==> src/sv/dertlv_pkg.sv <==
// shared types and constants for the der tlv integer extractor
// beat structs for both channels, result kind codes, parameter defaults
// no dependencies
`default_nettype none

package dertlv_pkg;

	// parameter defaults
	localparam int MAX_LEN_OCTETS_DEF = 4;
	localparam int INT_BYTES_DEF      = 8;

	// result queue depth, must stay a power of two and at least 2
	localparam int QDEPTH = 4;

	localparam logic [3:0] WANTED_RESET = 4'd9;

	// result kinds
	localparam logic [2:0] KIND_INTEGER  = 3'd0;
	localparam logic [2:0] KIND_DONE_OK  = 3'd1;
	localparam logic [2:0] KIND_UNKNOWN  = 3'd2;
	localparam logic [2:0] KIND_TOO_LONG = 3'd3;
	localparam logic [2:0] KIND_MISSING  = 3'd4;
	localparam logic [2:0] KIND_EXTRA    = 3'd5;

	typedef struct packed {
		logic [7:0] data_byte;
		logic       last_byte;
	} in_beat_t;

	typedef struct packed {
		logic [2:0]  kind;
		logic [63:0] int_value;
		logic [3:0]  int_index;
		logic [31:0] detail;
		logic        last;
	} result_t;

	// results produced by one parser step, first always goes out first
	typedef struct packed {
		logic [1:0] count;
		result_t    first;
		result_t    second;
	} push_t;

endpackage

`default_nettype wire

==> src/sv/dertlv_parser.sv <==
// tlv header parser and integer assembler, one byte per step
// holds all parser state; uses dertlv_pkg types and kind codes
`default_nettype none

module dertlv_parser #(
	parameter int MAX_LENGTH_OCTETS = dertlv_pkg::MAX_LEN_OCTETS_DEF,
	parameter int INTEGER_BYTES     = dertlv_pkg::INT_BYTES_DEF
) (
	input  wire logic               clk,
	input  wire logic               arst_n,
	input  wire logic               go,
	input  wire dertlv_pkg::in_beat_t beat,
	input  wire logic [3:0]         wanted,
	output dertlv_pkg::push_t       push
);
	import dertlv_pkg::*;

	typedef enum logic [6:0] {
		PH_TAG    = 7'b0000001,
		PH_LEN0   = 7'b0000010,
		PH_LENX   = 7'b0000100,
		PH_UNUSED = 7'b0001000,
		PH_INT    = 7'b0010000,
		PH_SKIP   = 7'b0100000,
		PH_HALT   = 7'b1000000
	} phase_t;

	localparam logic [7:0] TAG_INTEGER   = 8'h02;
	localparam logic [7:0] TAG_BITSTRING = 8'h03;
	localparam logic [7:0] TAG_NULL      = 8'h05;
	localparam logic [7:0] TAG_OID       = 8'h06;
	localparam logic [7:0] TAG_SEQUENCE  = 8'h30;

	phase_t      phase_q, phase_n;
	logic [7:0]  tag_q, tag_n;
	logic [2:0]  octs_q, octs_n;
	logic [31:0] remain_q, remain_n;
	logic        first_q, first_n;
	logic [63:0] acc_q, acc_n;
	logic [3:0]  found_q, found_n;
	logic [31:0] surplus_q, surplus_n;

	logic        hdr;
	logic [31:0] hdr_len;
	logic [2:0]  cnt;
	logic [31:0] eff;
	logic [31:0] lenx_val;
	logic [2:0]  octs_dec;
	logic        p_valid, f_valid;
	result_t     p_res, f_res;
	logic [7:0]  b;

	assign b = beat.data_byte;

	always_comb begin
		phase_n   = phase_q;
		tag_n     = tag_q;
		octs_n    = octs_q;
		remain_n  = remain_q;
		first_n   = first_q;
		acc_n     = acc_q;
		found_n   = found_q;
		surplus_n = surplus_q;
		hdr       = 1'b0;
		hdr_len   = 32'd0;
		cnt       = 3'd0;
		eff       = remain_q;
		lenx_val  = {remain_q[23:0], b};
		octs_dec  = octs_q - 3'd1;
		p_valid   = 1'b0;
		p_res     = '0;
		f_valid   = 1'b0;
		f_res     = '0;

		unique case (phase_q)
			PH_TAG: begin
				if (found_q >= wanted) begin
					if (surplus_q != 32'hFFFF_FFFF)
						surplus_n = surplus_q + 32'd1;
				end else if (b == TAG_INTEGER || b == TAG_BITSTRING || b == TAG_NULL ||
						b == TAG_OID || b == TAG_SEQUENCE) begin
					tag_n    = b;
					remain_n = 32'd0;
					phase_n  = PH_LEN0;
				end else begin
					p_valid      = 1'b1;
					p_res.kind   = KIND_UNKNOWN;
					p_res.detail = {24'd0, b};
					phase_n      = PH_HALT;
				end
			end
			PH_LEN0: begin
				if (b[7]) begin
					// long form, octet count clamped
					if (b[6:0] > 7'(MAX_LENGTH_OCTETS))
						cnt = 3'(MAX_LENGTH_OCTETS);
					else
						cnt = b[2:0];
					remain_n = 32'd0;
					if (cnt == 3'd0) begin
						hdr     = 1'b1;
						hdr_len = 32'd0;
					end else begin
						octs_n  = cnt;
						phase_n = PH_LENX;
					end
				end else begin
					remain_n = {24'd0, b};
					hdr      = 1'b1;
					hdr_len  = {24'd0, b};
				end
			end
			PH_LENX: begin
				remain_n = lenx_val;
				octs_n   = octs_dec;
				if (octs_dec == 3'd0) begin
					hdr     = 1'b1;
					hdr_len = lenx_val;
				end
			end
			PH_UNUSED: begin
				phase_n = PH_TAG;
			end
			PH_INT: begin
				if (first_q && b == 8'd0)
					eff = remain_q - 32'd1;
				first_n  = 1'b0;
				remain_n = remain_q - 32'd1;
				if (first_q && eff > 32'(INTEGER_BYTES)) begin
					// oversized integer, flag it and skip the rest
					p_valid         = 1'b1;
					p_res.kind      = KIND_TOO_LONG;
					p_res.int_index = found_q;
					p_res.detail    = eff;
					if (found_q != 4'hF)
						found_n = found_q + 4'd1;
					phase_n = (remain_n != 32'd0) ? PH_SKIP : PH_TAG;
				end else begin
					// leading zero byte is dropped
					if (!(first_q && b == 8'd0))
						acc_n = {acc_q[55:0], b};
					if (remain_n == 32'd0) begin
						p_valid         = 1'b1;
						p_res.kind      = KIND_INTEGER;
						p_res.int_value = acc_n;
						p_res.int_index = found_q;
						if (found_q != 4'hF)
							found_n = found_q + 4'd1;
						phase_n = PH_TAG;
					end
				end
			end
			PH_SKIP: begin
				if (remain_q != 32'd0)
					remain_n = remain_q - 32'd1;
				if (remain_n == 32'd0)
					phase_n = PH_TAG;
			end
			PH_HALT: begin
			end
			default: begin
			end
		endcase

		// end of a tag/length header
		if (hdr) begin
			unique case (tag_q)
				TAG_INTEGER: begin
					acc_n   = 64'd0;
					first_n = 1'b1;
					if (hdr_len == 32'd0) begin
						p_valid         = 1'b1;
						p_res.kind      = KIND_INTEGER;
						p_res.int_value = 64'd0;
						p_res.int_index = found_q;
						if (found_q != 4'hF)
							found_n = found_q + 4'd1;
						phase_n = PH_TAG;
					end else begin
						phase_n = PH_INT;
					end
				end
				TAG_OID:       phase_n = (hdr_len != 32'd0) ? PH_SKIP : PH_TAG;
				TAG_BITSTRING: phase_n = PH_UNUSED;
				default:       phase_n = PH_TAG;
			endcase
		end

		// blob outcome at the last byte unless halted, then state returns to reset values
		if (beat.last_byte) begin
			if (phase_n != PH_HALT) begin
				f_valid    = 1'b1;
				f_res.last = 1'b1;
				if (found_n < wanted) begin
					f_res.kind   = KIND_MISSING;
					f_res.detail = {28'd0, wanted - found_n};
				end else if (surplus_n != 32'd0) begin
					f_res.kind   = KIND_EXTRA;
					f_res.detail = surplus_n;
				end else begin
					f_res.kind = KIND_DONE_OK;
				end
			end
			phase_n   = PH_TAG;
			tag_n     = 8'd0;
			octs_n    = 3'd0;
			remain_n  = 32'd0;
			first_n   = 1'b1;
			acc_n     = 64'd0;
			found_n   = 4'd0;
			surplus_n = 32'd0;
		end

		p_res.last = !f_valid;
	end

	always_comb begin
		push = '0;
		if (go) begin
			if (p_valid) begin
				push.first  = p_res;
				push.second = f_res;
				push.count  = f_valid ? 2'd2 : 2'd1;
			end else if (f_valid) begin
				push.first = f_res;
				push.count = 2'd1;
			end
		end
	end

	always_ff @(posedge clk or negedge arst_n) begin
		if (!arst_n) begin
			phase_q   <= PH_TAG;
			tag_q     <= 8'd0;
			octs_q    <= 3'd0;
			remain_q  <= 32'd0;
			first_q   <= 1'b1;
			acc_q     <= 64'd0;
			found_q   <= 4'd0;
			surplus_q <= 32'd0;
		end else if (go) begin
			phase_q   <= phase_n;
			tag_q     <= tag_n;
			octs_q    <= octs_n;
			remain_q  <= remain_n;
			first_q   <= first_n;
			acc_q     <= acc_n;
			found_q   <= found_n;
			surplus_q <= surplus_n;
		end
	end

`ifndef ASSERT_OFF
	// last byte returns the counters to their reset values
	a_clear_on_last: assert property (@(posedge clk) disable iff (!arst_n)
		go && beat.last_byte |=> found_q == 4'd0 && surplus_q == 32'd0 && phase_q == PH_TAG)
		else $error("parser state not cleared after last byte");

	// a halted blob produces nothing more
	a_halt_quiet: assert property (@(posedge clk) disable iff (!arst_n)
		go && phase_q == PH_HALT |-> push.count == 2'd0)
		else $error("result produced after unknown tag");

	// of two results only the second carries last
	a_pair_last: assert property (@(posedge clk) disable iff (!arst_n)
		push.count == 2'd2 |-> push.second.last && !push.first.last)
		else $error("last flag misplaced in result pair");
`endif

endmodule

`default_nettype wire

==> src/sv/dertlv_out_queue.sv <==
// small result queue between parser and result channel
// takes up to two results per cycle, hands out one per beat; uses dertlv_pkg
`default_nettype none

module dertlv_out_queue (
	input  wire logic              clk,
	input  wire logic              arst_n,
	input  wire dertlv_pkg::push_t push,
	output logic                   room,
	output logic                   res_valid,
	input  wire logic              res_stall,
	output dertlv_pkg::result_t    res_beat
);
	import dertlv_pkg::*;

	localparam int QPTR_W = $clog2(QDEPTH);
	localparam int QCNT_W = QPTR_W + 1;

	result_t             mem_q [QDEPTH];
	logic [QPTR_W-1:0]   wp_q, rp_q;
	logic [QCNT_W-1:0]   cnt_q;
	logic                pop;

	assign res_valid = cnt_q != QCNT_W'(0);
	assign res_beat  = mem_q[rp_q];
	assign pop       = res_valid && !res_stall;
	// space for a full pair of results
	assign room      = cnt_q <= QCNT_W'(QDEPTH - 2);

	always_ff @(posedge clk) begin
		if (push.count != 2'd0)
			mem_q[wp_q] <= push.first;
		if (push.count == 2'd2)
			mem_q[wp_q + QPTR_W'(1)] <= push.second;
	end

	always_ff @(posedge clk or negedge arst_n) begin
		if (!arst_n) begin
			wp_q  <= '0;
			rp_q  <= '0;
			cnt_q <= '0;
		end else begin
			wp_q  <= wp_q + QPTR_W'(push.count);
			rp_q  <= rp_q + QPTR_W'(pop);
			cnt_q <= cnt_q + QCNT_W'(push.count) - QCNT_W'(pop);
		end
	end

`ifndef ASSERT_OFF
	a_no_overflow: assert property (@(posedge clk) disable iff (!arst_n)
		(QCNT_W+1)'(cnt_q) + (QCNT_W+1)'(push.count) <= (QCNT_W+1)'(QDEPTH))
		else $error("result queue overflow");

	a_pop_only: assert property (@(posedge clk) disable iff (!arst_n)
		pop && push.count == 2'd0 |=> cnt_q == $past(cnt_q) - QCNT_W'(1))
		else $error("queue count wrong after pop");

	// a stalled result beat stays offered and unchanged
	a_stall_stable: assert property (@(posedge clk) disable iff (!arst_n)
		res_valid && res_stall |=> res_valid && $stable(res_beat))
		else $error("stalled result beat changed");
`endif

endmodule

`default_nettype wire

==> src/sv/der_tlv_integer_extractor.sv <==
// top level of the der tlv integer extractor
// byte input register, parser, result queue and the wanted-count register
// uses dertlv_pkg, dertlv_parser, dertlv_out_queue
//
// usage:
//   byte channel (byte_valid / byte_stall / byte_beat) carries one blob byte
//   per beat, last_byte set on the final byte of a blob
//   result channel (res_valid / res_stall / res_beat) carries one result per
//   beat: integers, error flags and the blob outcome, last set on the final
//   result caused by one input byte
//   cfg_we / cfg_wdata write the wanted integer count, only while idle
// timing:
//   an accepted byte is parsed from the input register once the queue can take
//   a pair; its results are written to the result queue and offered on res_beat
//   one byte per cycle sustained while the queue has room for a pair; a byte that
//   causes two results (integer plus blob outcome) costs two result beats, the
//   four-entry result queue takes up the difference
// stalls and reset:
//   res_stall holds results in the queue; once fewer than two entries are
//   free the parser holds the input register and byte_stall goes high
//   reset empties the queue and returns the parser to expecting a tag,
//   wanted count returns to 9
`default_nettype none

module der_tlv_integer_extractor #(
	parameter int MAX_LENGTH_OCTETS = dertlv_pkg::MAX_LEN_OCTETS_DEF,
	parameter int INTEGER_BYTES     = dertlv_pkg::INT_BYTES_DEF
) (
	input  wire logic                 clk,
	input  wire logic                 arst_n,
	// byte channel
	input  wire logic                 byte_valid,
	output logic                      byte_stall,
	input  wire dertlv_pkg::in_beat_t byte_beat,
	// result channel
	output logic                      res_valid,
	input  wire logic                 res_stall,
	output dertlv_pkg::result_t       res_beat,
	// configuration
	input  wire logic                 cfg_we,
	input  wire logic [3:0]           cfg_wdata
);
	import dertlv_pkg::*;

	in_beat_t   beat_s1;
	logic       vld_s1;
	logic [3:0] wanted_q;
	logic       room;
	logic       go;
	logic       accept;
	push_t      push;

	// the byte in the input register is parsed once the queue can take a pair
	assign go         = vld_s1 && room;
	assign byte_stall = vld_s1 && !room;
	assign accept     = byte_valid && !byte_stall;

	always_ff @(posedge clk or negedge arst_n) begin
		if (!arst_n) begin
			vld_s1 <= 1'b0;
		end else if (accept) begin
			vld_s1 <= 1'b1;
		end else if (go) begin
			vld_s1 <= 1'b0;
		end
	end

	// input payload, no reset needed
	always_ff @(posedge clk) begin
		if (accept)
			beat_s1 <= byte_beat;
	end

	// wanted integer count
	always_ff @(posedge clk or negedge arst_n) begin
		if (!arst_n) begin
			wanted_q <= WANTED_RESET;
		end else if (cfg_we) begin
			wanted_q <= cfg_wdata;
		end
	end

	dertlv_parser #(
		.MAX_LENGTH_OCTETS (MAX_LENGTH_OCTETS),
		.INTEGER_BYTES     (INTEGER_BYTES)
	) u_parser (
		.clk    (clk),
		.arst_n (arst_n),
		.go     (go),
		.beat   (beat_s1),
		.wanted (wanted_q),
		.push   (push)
	);

	dertlv_out_queue u_queue (
		.clk       (clk),
		.arst_n    (arst_n),
		.push      (push),
		.room      (room),
		.res_valid (res_valid),
		.res_stall (res_stall),
		.res_beat  (res_beat)
	);

`ifndef ASSERT_OFF
	// a held byte is never parsed twice or dropped
	a_stall_holds: assert property (@(posedge clk) disable iff (!arst_n)
		byte_stall |=> vld_s1)
		else $error("input register lost a stalled byte");

	// parsing only happens with a byte in the input register
	a_go_valid: assert property (@(posedge clk) disable iff (!arst_n)
		push.count != 2'd0 |-> vld_s1 && room)
		else $error("results pushed without a byte or room");

	// an accepted byte is parsed before the next one lands
	a_one_deep: assert property (@(posedge clk) disable iff (!arst_n)
		accept && vld_s1 |-> go)
		else $error("input register overwritten");
`endif

endmodule

`default_nettype wire
==> config.mk <==
export PLATFORM = sky130hd
export DESIGN_NAME = der_tlv_integer_extractor
export DESIGN_NICKNAME = d
export VERILOG_FILES = /design/src/sv/dertlv_pkg.sv /design/src/sv/dertlv_parser.sv /design/src/sv/dertlv_out_queue.sv /design/src/sv/der_tlv_integer_extractor.sv
export SDC_FILE = /design/constraint.sdc
export NUM_CORES = 1
export LEC_CHECK = 0
export BUFFER_PORTS_ARGS = -buffer_cell sky130_fd_sc_hd__buf_2
export CAP_MARGIN = 10
export CELL_PAD_IN_SITES_DETAIL_PLACEMENT = 0
export CELL_PAD_IN_SITES_GLOBAL_PLACEMENT = 1
export CORE_MARGIN = 1.5
export CORE_UTILIZATION = 45
export DETAILED_ROUTE_END_ITERATION = 10
export PLACE_DENSITY_LB_ADDON = 0.1
export SLEW_MARGIN = 20
export SYNTH_ARGS = -nofsm -noshare
export SYNTH_HDL_FRONTEND = slang
export SYNTH_SLANG_ARGS = --single-unit
==> constraint.sdc <==
create_clock -name clk -period 8.95 [get_ports clk]
set_input_delay 1.79 -clock clk [delete_from_list [all_inputs] [get_ports clk]]
set_output_delay 1.79 -clock clk [all_outputs]
set_load 0.05 [all_outputs]
# After elaboration in Yosys (flattened, before gate mapping)
# Memories as Yosys holds them, arrays and structs flattened.
# Index checks and enable logic that the tools add are counted.
# op_classes
n_addsub	10
magnitude_cmp	5
eq_ne	23
n_mux	107
n_reduce_logical	34
# ops
op	count
32-bit two-way mux	16
64-bit two-way mux	7
71-bit two-way mux	3
210-bit two-way mux	1
32-bit one-hot mux with 5 select lines	1
68-bit two-way mux	2
32-bit one-hot mux with 2 select lines	2
32-bit nonzero test	4
106-bit two-way mux	1
105-bit two-way mux	1
104-bit two-way mux	1
32-bit logical NOT	3
7-bit two-way mux	10
33-bit two-way mux	2
4-bit two-way mux	10
8-bit two-way mux	5
3-bit two-way mux	12
7-bit one-hot mux with 5 select lines	1
32-bit by 1-bit adder with 32-bit output, second input constant	1
8-bit by 2-bit equality test with 1-bit output, second input constant	4
32-bit by 4-bit greater-than comparator with 1-bit output, second input constant	1
32-bit != test, second input constant	1
32-bit by 1-bit subtractor with 32-bit output, second input constant	1
8-bit by 3-bit equality test with 1-bit output, second input constant	3
41 further kinds	86
# totals
regBits	172
mem_bits_rw	416
output_inout_bits	106
wordCells	195
memories	1
# memory_table
name	depth	word_bits	rd	rd_ports_with_merged_regs	write_ports	line	text
u_queue.mem_q	4	104	1	0	2	dertlv_out_queue.sv:19	result_t mem_q [QDEPTH];

# Longest topological paths before layout
# Gate-level depths: netlist (run 1).
# logic_depth
depth_word	22
ltp_mapped	28

# By module
# Synthesis (run 1) repeated with hierarchy kept, for this count alone.
# hier_totals
cells_unflattened	2647
hier_area_um2	33359.5
# modules_own_cells
module	n_inst	cells_per_inst	area_each_um2	seq_area_each_um2
dertlv_out_queue	1	1051	20696.1	12667.1
dertlv_parser	1	1573	12191.7	3781.1
der_tlv_integer_extractor	1	23	471.7	397.9

# Least setup slack after synthesis (run 1)
# OpenSTA, ideal clock, no wires.
# synth_path
kind	register -> register
startpoint	reg u_parser.remain_q[1]
endpoint	mem u_queue.mem_q[0][14] (netlist bit), data pin
setup_ns	0.287
arrival_time_ns	5.567
required_ns	8.663
path_slack_ns	3.097
path_stages_with_launch	27
period_less_slack_ns	5.853
cell_sequence	dfrtp_1 -> clkbuf_1 -> inv_1 -> ha_1 -> or4b_1 -> nor4_1 -> a211oi_1 -> or4_1 -> a2111o_1 -> o41ai_4 -> nand3_1 -> and2_0 -> clkbuf_1 -> xnor2_1 -> ha_1 -> fa_1 -> inv_1 -> a21o_1 -> a21oi_1 -> a41oi_1 -> clkbuf_1 -> nor2b_1 -> a21o_1 -> buf_2 -> nand2_2 -> buf_4 -> o22ai_1
# synth_lines
item	line	text
start, declared	dertlv_parser.sv:37	logic [31:0] remain_q, remain_n;
start signal, assigned	dertlv_parser.sv:245	remain_q <= remain_n;
end, declared	dertlv_out_queue.sv:19	

==> results.md, run 1 <==
- CP Launch Type: flip-flop
- Synth Register Bits: 588
- Fmax: 131 MHz
- Max-slew headroom: 0.213
- Via density per instance: 6.08
- Cell total after placement: 3691
- Top-area cell type share of the netlist area: 0.195
- Final min period: 7.63 ns
- GR Overflow Total: 0
- Worst-Margin Slew: 1.17 ns
- Largest area contributor in the netlist: dfxtp_1
- Async SR Flop Fraction: 0.277
- Avg WL per Cell: 23.9 µm
- Starting density of the core: 0.457
- Finished Core Util: 0.511
- Die Width: 254 µm
- CTS sink count: 588
- Post-synthesis cell type count: 86
- Non-Filler Instances: 3817
- Synth warn: 0
- Area contributors post-synth: dfxtp_1 20%, edfxtp_1 16%, dfrtp_1 14%, mux4_2 8.3%, nand2_1 8.1%
- Worst skew pair latency: 0.61 ns
- Post-synthesis sequential area ratio: 0.498
- CTS Buf Count: 67
- Max Slew Vio Count: 0
- CTS tree: yes
- Top_reg_cell synth: dfxtp_1
- Syn avg cell area: 9.68 µm²
- HPWL Detailed: 58300 µm
- Max FO, Critical Path: 18
- Hold Crit Class: flip-flop to flip-flop
- WS Path Type: flip-flop to flip-flop
- Root Buffer: clkbuf_16
- Tcrit/Tclk final: 0.853
- RSZ-0062 raised after global routing: no
- Initial antenna violation count: 0
- Via Count: 23191
- Hold_buf cts: 0
- IO Count: 124
- DRC: 0
- Syn Nets: 2963
- # Post-CTS Setup Buffers: 0
- Synthesis-to-finish area growth: 12.0%
- Pre-Repair DR Iteration Count: 5
- Remaining antenna violation count after routing: 0
- Post-synth EDFFs: 149
- Pre-CTS setup slack: 1.41 ns
- Worst Setup End Kind: flip-flop
- GP Congestion: 0.938
- Ratio of cells with drive above 1 in the final layout: 0.143
- VDD IR max: 0.336 mV
- Worst EP required: 9.36 ns
- Outcome: finished clean
- Core area: 61900 µm²
- Clock Skews: 0.0238 ns
- Clk pin slew, worst setup/hold paths: 0.06 ns
- Mapped Cells: 2922
- Final hold vios: 0
- Number of global-route vias before repair: 22530
- WL final: 91400 µm
- P per Cell Area: 263 nW/µm²
- Cts repair resizes: 0
- H-tree depth: 3
- Pwr Total: 8.34 mW
- Clk buf depth: 3
- Die area: 64400 µm²
- Nets: 2966
- First-pass GRT wire length: 140000 µm
- Mapped Area: 28300 µm²
- Setup_tns: 0 ns
- Worst setup margin: 1.32 ns
- Max-Cap Viols: 0
- DR iter-0 viols: 2025
- Leakage power: 12.0 nW
- Port Buf Inserts: 123
- Largest net degree at the start of global routing: 71
- Row cnt: 91
- # setup viols final: 0
- All-layer global routing usage: 0.284
- CP arrival: 8.04 ns
- Die height: 254 µm
## critical path, cell delays in order, from the launching register on
cell       delay (ns)
dfrtp_1          0.53
inv_1            0.18
ha_1             0.46
nor3b_1          0.74
nand3_1          0.46
nor4_1           0.45
xnor2_1          0.19
o2111ai_1        0.24
o41ai_4          0.32
buf_4            0.25
nand3_1          0.26
and2_0           0.30
xnor2_1          0.20
ha_1             0.22
fa_1             0.22
inv_1            0.05
a21o_1           0.16
a21oi_1          0.14
a41oi_1          0.06
buf_4            0.20
nor2_1           0.30
nand4_1          0.89
buf_4            0.47
o22ai_1          0.12
## synthesized netlist by cell type, types with 18 or more instances
cell type  instances
a21oi_1           77
a22o_1           105
a22oi_1           19
and3_1            28
buf_2             30
clkbuf_1         187
dfrtp_1          159
dfxtp_1          276
edfxtp_1         149
ha_1              21
inv_1             41
mux4_2           104
nand2_1          612
nand2b_1          19
nand3_1           36
nand4_1           26
nor2_1           124
nor3_1            39
nor4_1            33
o21ai_0          389
o22ai_1          109
or3_1             18
xnor2_1           41
## cell families (layout without fill, tap and decap cells)
logic type | Yosys count | in the layout | synth area share
flip-flops | 588 | 588 | 0.498
multiplexers | 118 | 118 | 0.0879
adder cells (fa/ha/maj) | 23 | 23 | 0.0107
AO/OA/AOI/OAI | 832 | 832 | 0.182
XOR/XNOR | 57 | 57 | 0.0177
other | 0 | 1 | 0
AND/OR/NAND/NOR | 1025 | 1025 | 0.164
buffers and inverters | 279 | 336 | 0.0399
## sequential cells by signal, indices dropped and copies added, names as in the netlist, 4 cells and up
register and count:
u_parser.phase_q 7, u_parser.found_q 4, wanted_q 4, u_parser.tag_q 8, u_parser.remain_q 32, u_parser.surplus_q 32, u_parser.acc_q 64, u_queue.mem_q 416
beat_s1 9
## placed cells by master (no fill, tap or decap), drive strengths merged, types with 18 or more instances in the layout
| master | count |
|---|---|
| a21oi | 77 |
| a22o | 105 |
| a22oi | 19 |
| and3 | 28 |
| buf | 171 |
| clkbuf | 99 |
| dfrtp | 159 |
| dfxtp | 276 |
| edfxtp | 149 |
| ha | 21 |
| inv | 46 |
| mux4 | 104 |
| nand2 | 615 |
| nand2b | 19 |
| nand3 | 37 |
| nand4 | 27 |
| nor2 | 126 |
| nor3 | 39 |
| nor4 | 38 |
| o21ai | 399 |
| o22ai | 109 |
| or3 | 18 |
| xnor2 | 41 |
## final cells by class
cell class                 instances  area (µm²)
clock inverter                    24         313
inverter                          42         158
timing repair buffer             171        1000
tap                              837        1050
fill                            5787       30300
multi-input combinational       2055       13100
sequential                       588       14100
antenna                            1        2.50
clock buffer                      99        1920
## per-layer routing
layer  track usage  part of all wire  routed length, µm  vias up
met2         0.472              0.48              44000      850
met5             0                 0                  0        -
met1         0.381              0.43              39000    11516
li1              -                 -                  -    10681
met4        0.0946             0.032               2960        0
met3        0.0410             0.060               5450      144
## power breakdown
| part | total, mW | internal (mW) | leakage (nW) | switching (mW) |
|---|---|---|---|---|
| Clock | 2.80 | 1.67 | 1.09 | 1.13 |
| Combinational | 2.38 | 0.642 | 5.05 | 1.74 |
| Sequential | 3.16 | 2.93 | 5.83 | 0.229 |
## final timing paths
| kind | start | to | slack [ns] | cells past startpoint |
|---|---|---|---|---|
| setup / recovery | u_parser.remain_q[0]$_DFFE_PN0P_ | u_queue.mem_q[1][28]$_DFFE_PP_ | 1.32 | 23 |
| min in group asynchronous | arst_n | u_parser.remain_q[19]$_DFFE_PN0P_ | 1.11 | 1 |
| hold / removal | u_queue.mem_q[3][80]$_SDFFE_PP0N_ | u_queue.mem_q[3][80]$_SDFFE_PP0N_ | 0.45 | 2 |
| setup reg to reg | u_parser.remain_q[0]$_DFFE_PN0P_ | u_queue.mem_q[1][28]$_DFFE_PP_ | 1.32 | 23 |
| hold reg to reg | u_queue.mem_q[3][80]$_SDFFE_PP0N_ | u_queue.mem_q[3][80]$_SDFFE_PP0N_ | 0.45 | 2 |
| max in group asynchronous | arst_n | u_parser.surplus_q[12]$_DFFE_PN0P_ | 6.50 | 2 |
## stage by stage
step           hold WS, ns  area, µm²
6_report             0.445      31700
5_1_grt              0.469      31700
4_1_cts              0.450      31600
3_5_place_dp         0.437      29400
3_3_place_gp         0.428      29400
2_1_floorplan        0.420      28300
No activity file was read; power rests on OpenSTA's default activity.
==> run 2, diff against run 1 <==
--- a/config.mk
+++ b/config.mk
@@ -11,6 +11,7 @@
 export CELL_PAD_IN_SITES_GLOBAL_PLACEMENT = 1
 export CORE_MARGIN = 1.5
 export CORE_UTILIZATION = 45
+export CTS_BUF_LIST = sky130_fd_sc_hd__clkbuf_16
 export DETAILED_ROUTE_END_ITERATION = 10
 export PLACE_DENSITY_LB_ADDON = 0.1
 export SLEW_MARGIN = 20
==> results.md, run 2 (synthesized netlist as in run 1, its figures left out) <==
- Worst EP required: 9.37 ns (about the same)
- Pwr Total: 8.25 mW (-1.1%)
- Sw frac: 0.376 (+0.00436)
- WHS Path Cells: 2 (unchanged)
- Sequential group share of total power: 0.383 (+0.004)
- VDD IR max: 0.335 mV (about the same)
- First-pass GRT wire length: 140000 µm (about the same)
- Outcome: finished clean
- Initial antenna violation count: 0 (unchanged)
- Hold Crit Class: flip-flop to flip-flop
- Die Width: 254 µm (unchanged)
- IO Count: 124 (unchanged)
- Final hold vios: 0 (unchanged)
- Tcrit/Tclk final: 0.849 (-0.00314)
- Number of global-route vias before repair: 22572 (+0.19%)
- WL final: 91200 µm (-0.23%)
- # Post-CTS Setup Buffers: 0 (unchanged)
- All-layer global routing usage: 0.284 (about the same)
- H-tree depth: 3 (unchanged)
- Avg WL per Cell: 23.9 µm (-0.23%)
- P_sw: 3.10 mW (about the same)
- CTS sink count: 588 (unchanged)
- Nets: 2966 (unchanged)
- Via density per instance: 6.07 (about the same)
- Critical path origin: u_parser.remain_q[0]$_DFFE_PN0P_
- Remaining antenna violation count after routing: 0 (unchanged)
- Root Buffer: clkbuf_16
- Worst-Margin Slew: 1.14 ns (-0.0334 ns)
- P per Cell Area: 261 nW/µm² (-0.86%)
- CP Launch Type: flip-flop
- Hold Startpoint: u_queue.mem_q[2][53]$_SDFFE_PP0P_
- DR iter-0 viols: 1978 (-2.3%)
- Max FO, Critical Path: 18 (unchanged)
- Clock Skews: 0.0255 ns (+0.00170 ns)
- Synthesis-to-finish area growth: 11.7%
- WS Path Type: flip-flop to flip-flop
- Max Slew Vio Count: 0 (unchanged)
- Number of flip-flops in the largest register: 416 (unchanged)
- Leakage power: 12.0 nW (+0.39%)
- Max-Cap Viols: 0 (unchanged)
- # setup viols final: 0 (unchanged)
- Fillers: 5801 (+0.24%)
- Max-slew headroom: 0.240 (+0.0271)
- Pint: 5.15 mW (-1.8%)
- Commonest non-fill, non-tap cell in the layout: nand2_1
- Worst Setup End Kind: flip-flop
- RR Startpoint: u_parser.remain_q[0]$_DFFE_PN0P_
- Worst skew pair latency: 0.61 ns (about the same)
- Largest net degree at the start of global routing: 71 (unchanged)
- GR Overflow Total: 0 (unchanged)
- Final min period: 7.60 ns (-0.0281 ns)
- Clk buf depth: 3 (unchanged)
- Core area: 61900 µm² (unchanged)
- Ratio of cells with drive above 1 in the final layout: 0.140 (-0.00269)
- Pre-Repair DR Iteration Count: 6 (+1)
- Combinational power share: 0.289 (+0.003)
- Finished Core Util: 0.510 (-0.00129)
- Hold_buf cts: 0 (unchanged)
- Clock group share of total power: 0.328 (-0.008)
- RSZ-0062 raised after global routing: no
- CP arrival: 8.02 ns (-0.02 ns)
- Setup_tns: 0 ns (unchanged)
- GP Congestion: 0.938 (unchanged)
- Die area: 64400 µm² (unchanged)
- Cts repair resizes: 0 (unchanged)
- Most frequent cells in the layout: 610 x nand2_1, 388 x o21ai_0, 276 x dfxtp_1
- Starting density of the core: 0.457 (unchanged)
- DRC: 0 (unchanged)
- Port Buf Inserts: 123 (unchanged)
- HPWL Detailed: 58300 µm (unchanged)
- R2R cell count: 23 (unchanged)
- Die height: 254 µm (unchanged)
- Fmax: 132 MHz (+0.37%)
- Top flop regs: u_queue.mem_q: 416 flops, u_parser.acc_q: 64 flops
- CTS Buf Count: 67 (unchanged)
- Via Count: 23187 (-0.017%)
- Clk pin slew, worst setup/hold paths: 0.06 ns (about the same)
- Top reg by flops: u_queue.mem_q
- Row cnt: 91 (unchanged)
- CTS tree: yes
==> run 2: cell type report <==
cell class | count | area [µm²] | area share
sequential | 588 | 14100 | 0.446
antenna | 1 | 2.50 | 0.0000792
timing repair buffer | 171 | 1000 | 0.0317
tap | 837 | 1050 | 0.0331
clock buffer | 69 | 1730 | 0.0546
clock inverter | 54 | 425 | 0.0135
inverter | 42 | 158 | 0.00499
multi-input combinational | 2055 | 13100 | 0.416
==> run 2: final timing paths <==
kind | to | slack [ns]
setup / recovery | u_queue.mem_q[1][30]$_DFFE_PP_ | 1.35
hold / removal | u_queue.mem_q[2][53]$_SDFFE_PP0P_ | 0.45
setup reg to reg | u_queue.mem_q[1][30]$_DFFE_PP_ | 1.35
hold reg to reg | u_queue.mem_q[2][53]$_SDFFE_PP0P_ | 0.45
max in group asynchronous | u_parser.surplus_q[4]$_DFFE_PN0P_ | 6.51
min in group asynchronous | u_parser.remain_q[19]$_DFFE_PN0P_ | 1.10
==> run 2: stage by stage <==
stage	hold slack [ns]	setup slack (ns)	std cells	cell area, µm²
global placement	0.428	1.70	3691	29400
CTS	0.450	1.38	3814	31600
global route	0.468	0.893	3816	31600
finish	0.445	1.35	3817	31600
detailed placement	0.437	1.41	3691	29400
floorplan	0.420	3.10	2922	28300
==> run 2: critical path, cell delays in order (launching register included) <==
cell	delay [ns]
dfrtp_1	0.53
inv_1	0.17
ha_1	0.46
nor3b_1	0.72
nand3_1	0.45
nor4_1	0.45
xnor2_1	0.19
o2111ai_1	0.24
o41ai_4	0.32
buf_4	0.24
nand3_1	0.26
and2_0	0.30
xnor2_1	0.20
ha_1	0.22
fa_1	0.22
inv_1	0.05
a21o_1	0.16
a21oi_1	0.14
a41oi_1	0.06
buf_4	0.19
nor2_1	0.31
nand4_1	0.92
buf_4	0.47
o22ai_1	0.12
==> run 2: power groups by stage <==
stage	sequential [mW]	combinational, mW	clock (mW)
final	3.16	2.38	2.71
after global routing	3.18	2.52	2.87
after detailed placement	3.21	2.40	0
after CTS	3.16	2.40	2.76
after floorplan	3.04	1.77	0
after global placement	3.21	2.38	0
==> run 2: metal layers <==
metal	wire length [µm]	GRT usage	share of wire
met5	0	0	0
met4	2970	0.0949	0.033
met2	43800	0.472	0.48
met3	5580	0.0400	0.061
met1	38800	0.382	0.43
==> run 3, diff against run 2 <==
--- a/config.mk
+++ b/config.mk
@@ -5,12 +5,13 @@
 export SDC_FILE = /design/constraint.sdc
 export NUM_CORES = 1
 export LEC_CHECK = 0
+export ABC_AREA = 1
 export BUFFER_PORTS_ARGS = -buffer_cell sky130_fd_sc_hd__buf_2
 export CAP_MARGIN = 10
 export CELL_PAD_IN_SITES_DETAIL_PLACEMENT = 0
 export CELL_PAD_IN_SITES_GLOBAL_PLACEMENT = 1
 export CORE_MARGIN = 1.5
-export CORE_UTILIZATION = 45
+export CORE_UTILIZATION = 42
 export CTS_BUF_LIST = sky130_fd_sc_hd__clkbuf_16
 export DETAILED_ROUTE_END_ITERATION = 10
 export PLACE_DENSITY_LB_ADDON = 0.1
==> constraint.sdc (replaced) <==
create_clock -name clk -period 6.82 [get_ports clk]
set_input_delay 1.364 -clock clk [delete_from_list [all_inputs] [get_ports clk]]
set_output_delay 1.364 -clock clk [all_outputs]
set_load 0.05 [all_outputs]
==> results.md, run 3 <==
- Outcome: finished clean
- Via Count: 29621 (+28%)
- Avg WL per Cell: 21.2 µm (-11%)
- Clk buf depth: 3 (unchanged)
- Die area: 76100 µm² (+18%)
- Cell total after placement: 5043 (+37%)
- Mapped Cells: 4209 (+44%)
- Row cnt: 99 (+8.8%)
- All-layer global routing usage: 0.285 (+0.000861)
- IO Count: 124 (unchanged)
- Worst Setup End Kind: flip-flop
- Top reg by flops: u_queue.mem_q
- Worst skew pair latency: 0.63 ns (+0.02 ns)
- Syn avg cell area: 7.43 µm² (-23%)
- Mapped Area: 31300 µm² (+10%)
- Simple-gate share of the synthesized area: 0.269 (+0.105)
- Buf+Inv Stages, Crit Path: 3 (-2)
- Synth warn: 0 (unchanged)
- # Post-CTS Setup Buffers: 0 (unchanged)
- # setup viols final: 0 (unchanged)
- Starting density of the core: 0.426 (-0.0304)
- Max-slew headroom: 0.303 (+0.0630)
- Worst-Margin Slew: 1.05 ns (-0.0918 ns)
- Cts repair resizes: 0 (unchanged)
- Reg-to-Reg End: u_queue.mem_q[2][3]$_DFFE_PP_
- GR Overflow Total: 0 (unchanged)
- Post-synthesis cell type count: 56 (-35%)
- Synth Register Bits: 588 (unchanged)
- Largest net degree at the start of global routing: 139 (+96%)
- Worst setup margin: 0.705 ns (-0.642 ns)
- Final hold vios: 0 (unchanged)
- Hold Startpoint: u_queue.mem_q[1][70]$_SDFFE_PP0P_
- Number of flip-flops in the largest register: 416 (unchanged)
- Syn Nets: 4250 (+43%)
- RR Startpoint: beat_s1[1]$_DFFE_PP_
- Number of global-route vias before repair: 27768 (+23%)
- Commonest non-fill, non-tap cell in the layout: o21ai_0
- Clk pin slew, worst setup/hold paths: 0.06 ns (about the same)
- Placed inst area: 32400 µm² (+10%)
- Most frequent cells in the layout: 736 x o21ai_0, 708 x nand3_1, 656 x nand2_1
- Most common cell in the netlist: o21ai_0
- Post-route cell area: 34600 µm² (+9.6%)
- Port Buf Inserts: 123 (unchanged)
- Tcrit/Tclk final: 0.897 (+0.0472)
- Clock Skews: 0.0282 ns (+0.00264 ns)
- Initial antenna violation count: 0 (unchanged)
- Fmax: 164 MHz (+24%)
- Async SR Flop Fraction: 0.277 (unchanged)
- Post-synthesis sequential area ratio: 0.451 (-0.0473)
- Hold_buf cts: 0 (unchanged)
- Non-Filler Instances: 5168 (+35%)
- Die height: 276 µm (+8.7%)
- Adder-Cell Fraction of Synth Area: 0.00969 (-0.00102)
- CP arrival: 6.60 ns (-1.42 ns)
- HPWL Detailed: 69800 µm (+20%)
- Top_reg_cell synth: dfxtp_1
- Max Slew Vio Count: 0 (unchanged)
- Setup_tns: 0 ns (unchanged)
- Core area: 73300 µm² (+18%)
- Diodes inserted: 0 (-1)
- CP dominant cell by count: nand2_1
- R2R cell count: 30 (+30%)
- GP Congestion: 0.931 (-0.81%)
- RSZ-0062 raised after global routing: no
- Remaining antenna violation count after routing: 0 (unchanged)
- Pre-CTS setup slack: 0.723 ns (-0.683 ns)
- H-tree depth: 3 (unchanged)
- First-pass GRT wire length: 169000 µm (+21%)
- Leakage power: 14.1 nW (+17%)
- P per Cell Area: 418 nW/µm² (+60%)
- Top-area cell type share of the netlist area: 0.177 (-0.0186)
- Most frequent cells after synthesis: 736 x o21ai_0, 708 x nand3_1, 663 x nand2_1
- Root Buffer: clkbuf_16
- Largest family of logic cells by synthesized area: simple AND/OR/NAND/NOR gates
- DRC: 0 (unchanged)
- CTS Buf Count: 69 (+3.0%)
- Area contributors post-synth: dfxtp_1 18%, edfxtp_1 14%, dfrtp_1 13%, o21ai_0 12%, nand3_1 11%
- WL final: 110000 µm (+20%)
- Via density per instance: 5.73 (-5.6%)
- Hold Crit Class: flip-flop to flip-flop
- Pre-Repair DR Iteration Count: 8 (+2)
- Synthesis-to-finish area growth: 10.8%
- CP peak stage delay: 0.78 ns (-0.14 ns)
- CTS tree: yes
- CTS sink count: 588 (unchanged)
- Final min period: 6.11 ns (-1.49 ns)
- CP Launch Type: flip-flop
- WHS Path Cells: 2 (unchanged)
- DR iter-0 viols: 2520 (+27%)
- Post-synth EDFFs: 149 (unchanged)
- Xor-xnor portion of the synthesized cell area: 0.0112 (-0.00644)
- Mux share of post-synthesis cell area: 0 (-0.0879)
- Top delay family on crit path: simple AND/OR/NAND/NOR gates
- Critical path depth: 30 (+30%)
- Internal reg-to-reg setup slack: 0.71 ns (-0.64 ns)
- Largest area contributor in the netlist: dfxtp_1
- Nets: 4196 (+41%)
- Hold Path End: u_queue.mem_q[1][70]$_SDFFE_PP0P_
- Die Width: 276 µm (+8.7%)
- WS Path Type: flip-flop to flip-flop
- Post-synthesis compound-gate area fraction: 0.187 (+0.00514)
- Max-Cap Viols: 0 (unchanged)
- CP max-delay cell: nor2_4
- Max FO, Critical Path: 36 (+18)
- VDD IR max: 0.329 mV (-1.9%)
- Ratio of cells with drive above 1 in the final layout: 0.0886 (-0.0517)
- Top flop regs: u_queue.mem_q: 416 flops, u_parser.acc_q: 64 flops
- Worst EP required: 7.30 ns (-2.07 ns)
## run 3: how the worst max path moves through the flow
stage,slack [ns],startpoint,to
floorplan,1.67,u_parser.remain_q[0]$_DFFE_PN0P_,u_queue.mem_q[1][0]$_DFFE_PP_
global placement,0.74,beat_s1[1]$_DFFE_PP_,u_queue.mem_q[0][0]$_DFFE_PP_
detailed placement,0.72,beat_s1[1]$_DFFE_PP_,u_queue.mem_q[0][0]$_DFFE_PP_
CTS,0.72,beat_s1[1]$_DFFE_PP_,u_queue.mem_q[0][0]$_DFFE_PP_
global route,0.003,beat_s1[1]$_DFFE_PP_,u_queue.mem_q[2][3]$_DFFE_PP_
finish,0.71,beat_s1[1]$_DFFE_PP_,u_queue.mem_q[2][3]$_DFFE_PP_
## run 3: cells by family after synthesis
kind of cell | count (synthesis)
flops | 588
simple gates | 1900
xor+xnor | 40
buf+inv | 577
fa+ha+maj | 23
compound gates | 1081
## run 3: power breakdown
part	switching [mW]	internal, mW
clock	1.57	2.09
sequential	0.215	3.88
combinational	5.35	1.37
total	7.14	7.33
## run 3: through the flow
stage | utilization | total power [mW] | hold slack (ns)
floorplan | - | 8.82 | 0.437
global placement | 0.442 | 10.9 | 0.453
detailed placement | 0.442 | 10.9 | 0.466
CTS | 0.472 | 14.5 | 0.479
global route | 0.472 | 15.2 | 0.503
finish | 0.472 | 14.5 | 0.474
## run 3: worst reg2reg max path: cells and delay by family (launching register included)
| kind | cells | cell delay, ns |
|---|---|---|
| AOI/OAI and AO/OA | 4 | 0.93 |
| buffers and inverters | 3 | 0.57 |
| adders and majority gates | 2 | 0.64 |
| and+or+nand+nor | 20 | 3.26 |
| DFF | 1 | 0.39 |
| xor gates and xnor gates | 1 | 0.23 |
## run 3: layout make-up
| class | instances | area, µm² |
|---|---|---|
| inverters | 276 | 1050 |
| fillers | 7625 | 38700 |
| well taps | 959 | 1200 |
| clock inverters | 54 | 419 |
| multi-input cells | 3044 | 15000 |
| repair buffers | 176 | 1090 |
| clock buffers | 71 | 1780 |
| flip-flops and latches | 588 | 14100 |
## run 3: layer usage
| layer | vias up | track usage | share of wire |
|---|---|---|---|
| li1 | 14440 | - | - |
| met1 | 14047 | 0.373 | 0.43 |
| met2 | 902 | 0.483 | 0.48 |
| met3 | 232 | 0.0341 | 0.051 |
| met4 | 0 | 0.104 | 0.038 |
| met5 | - | 0 | 0 |
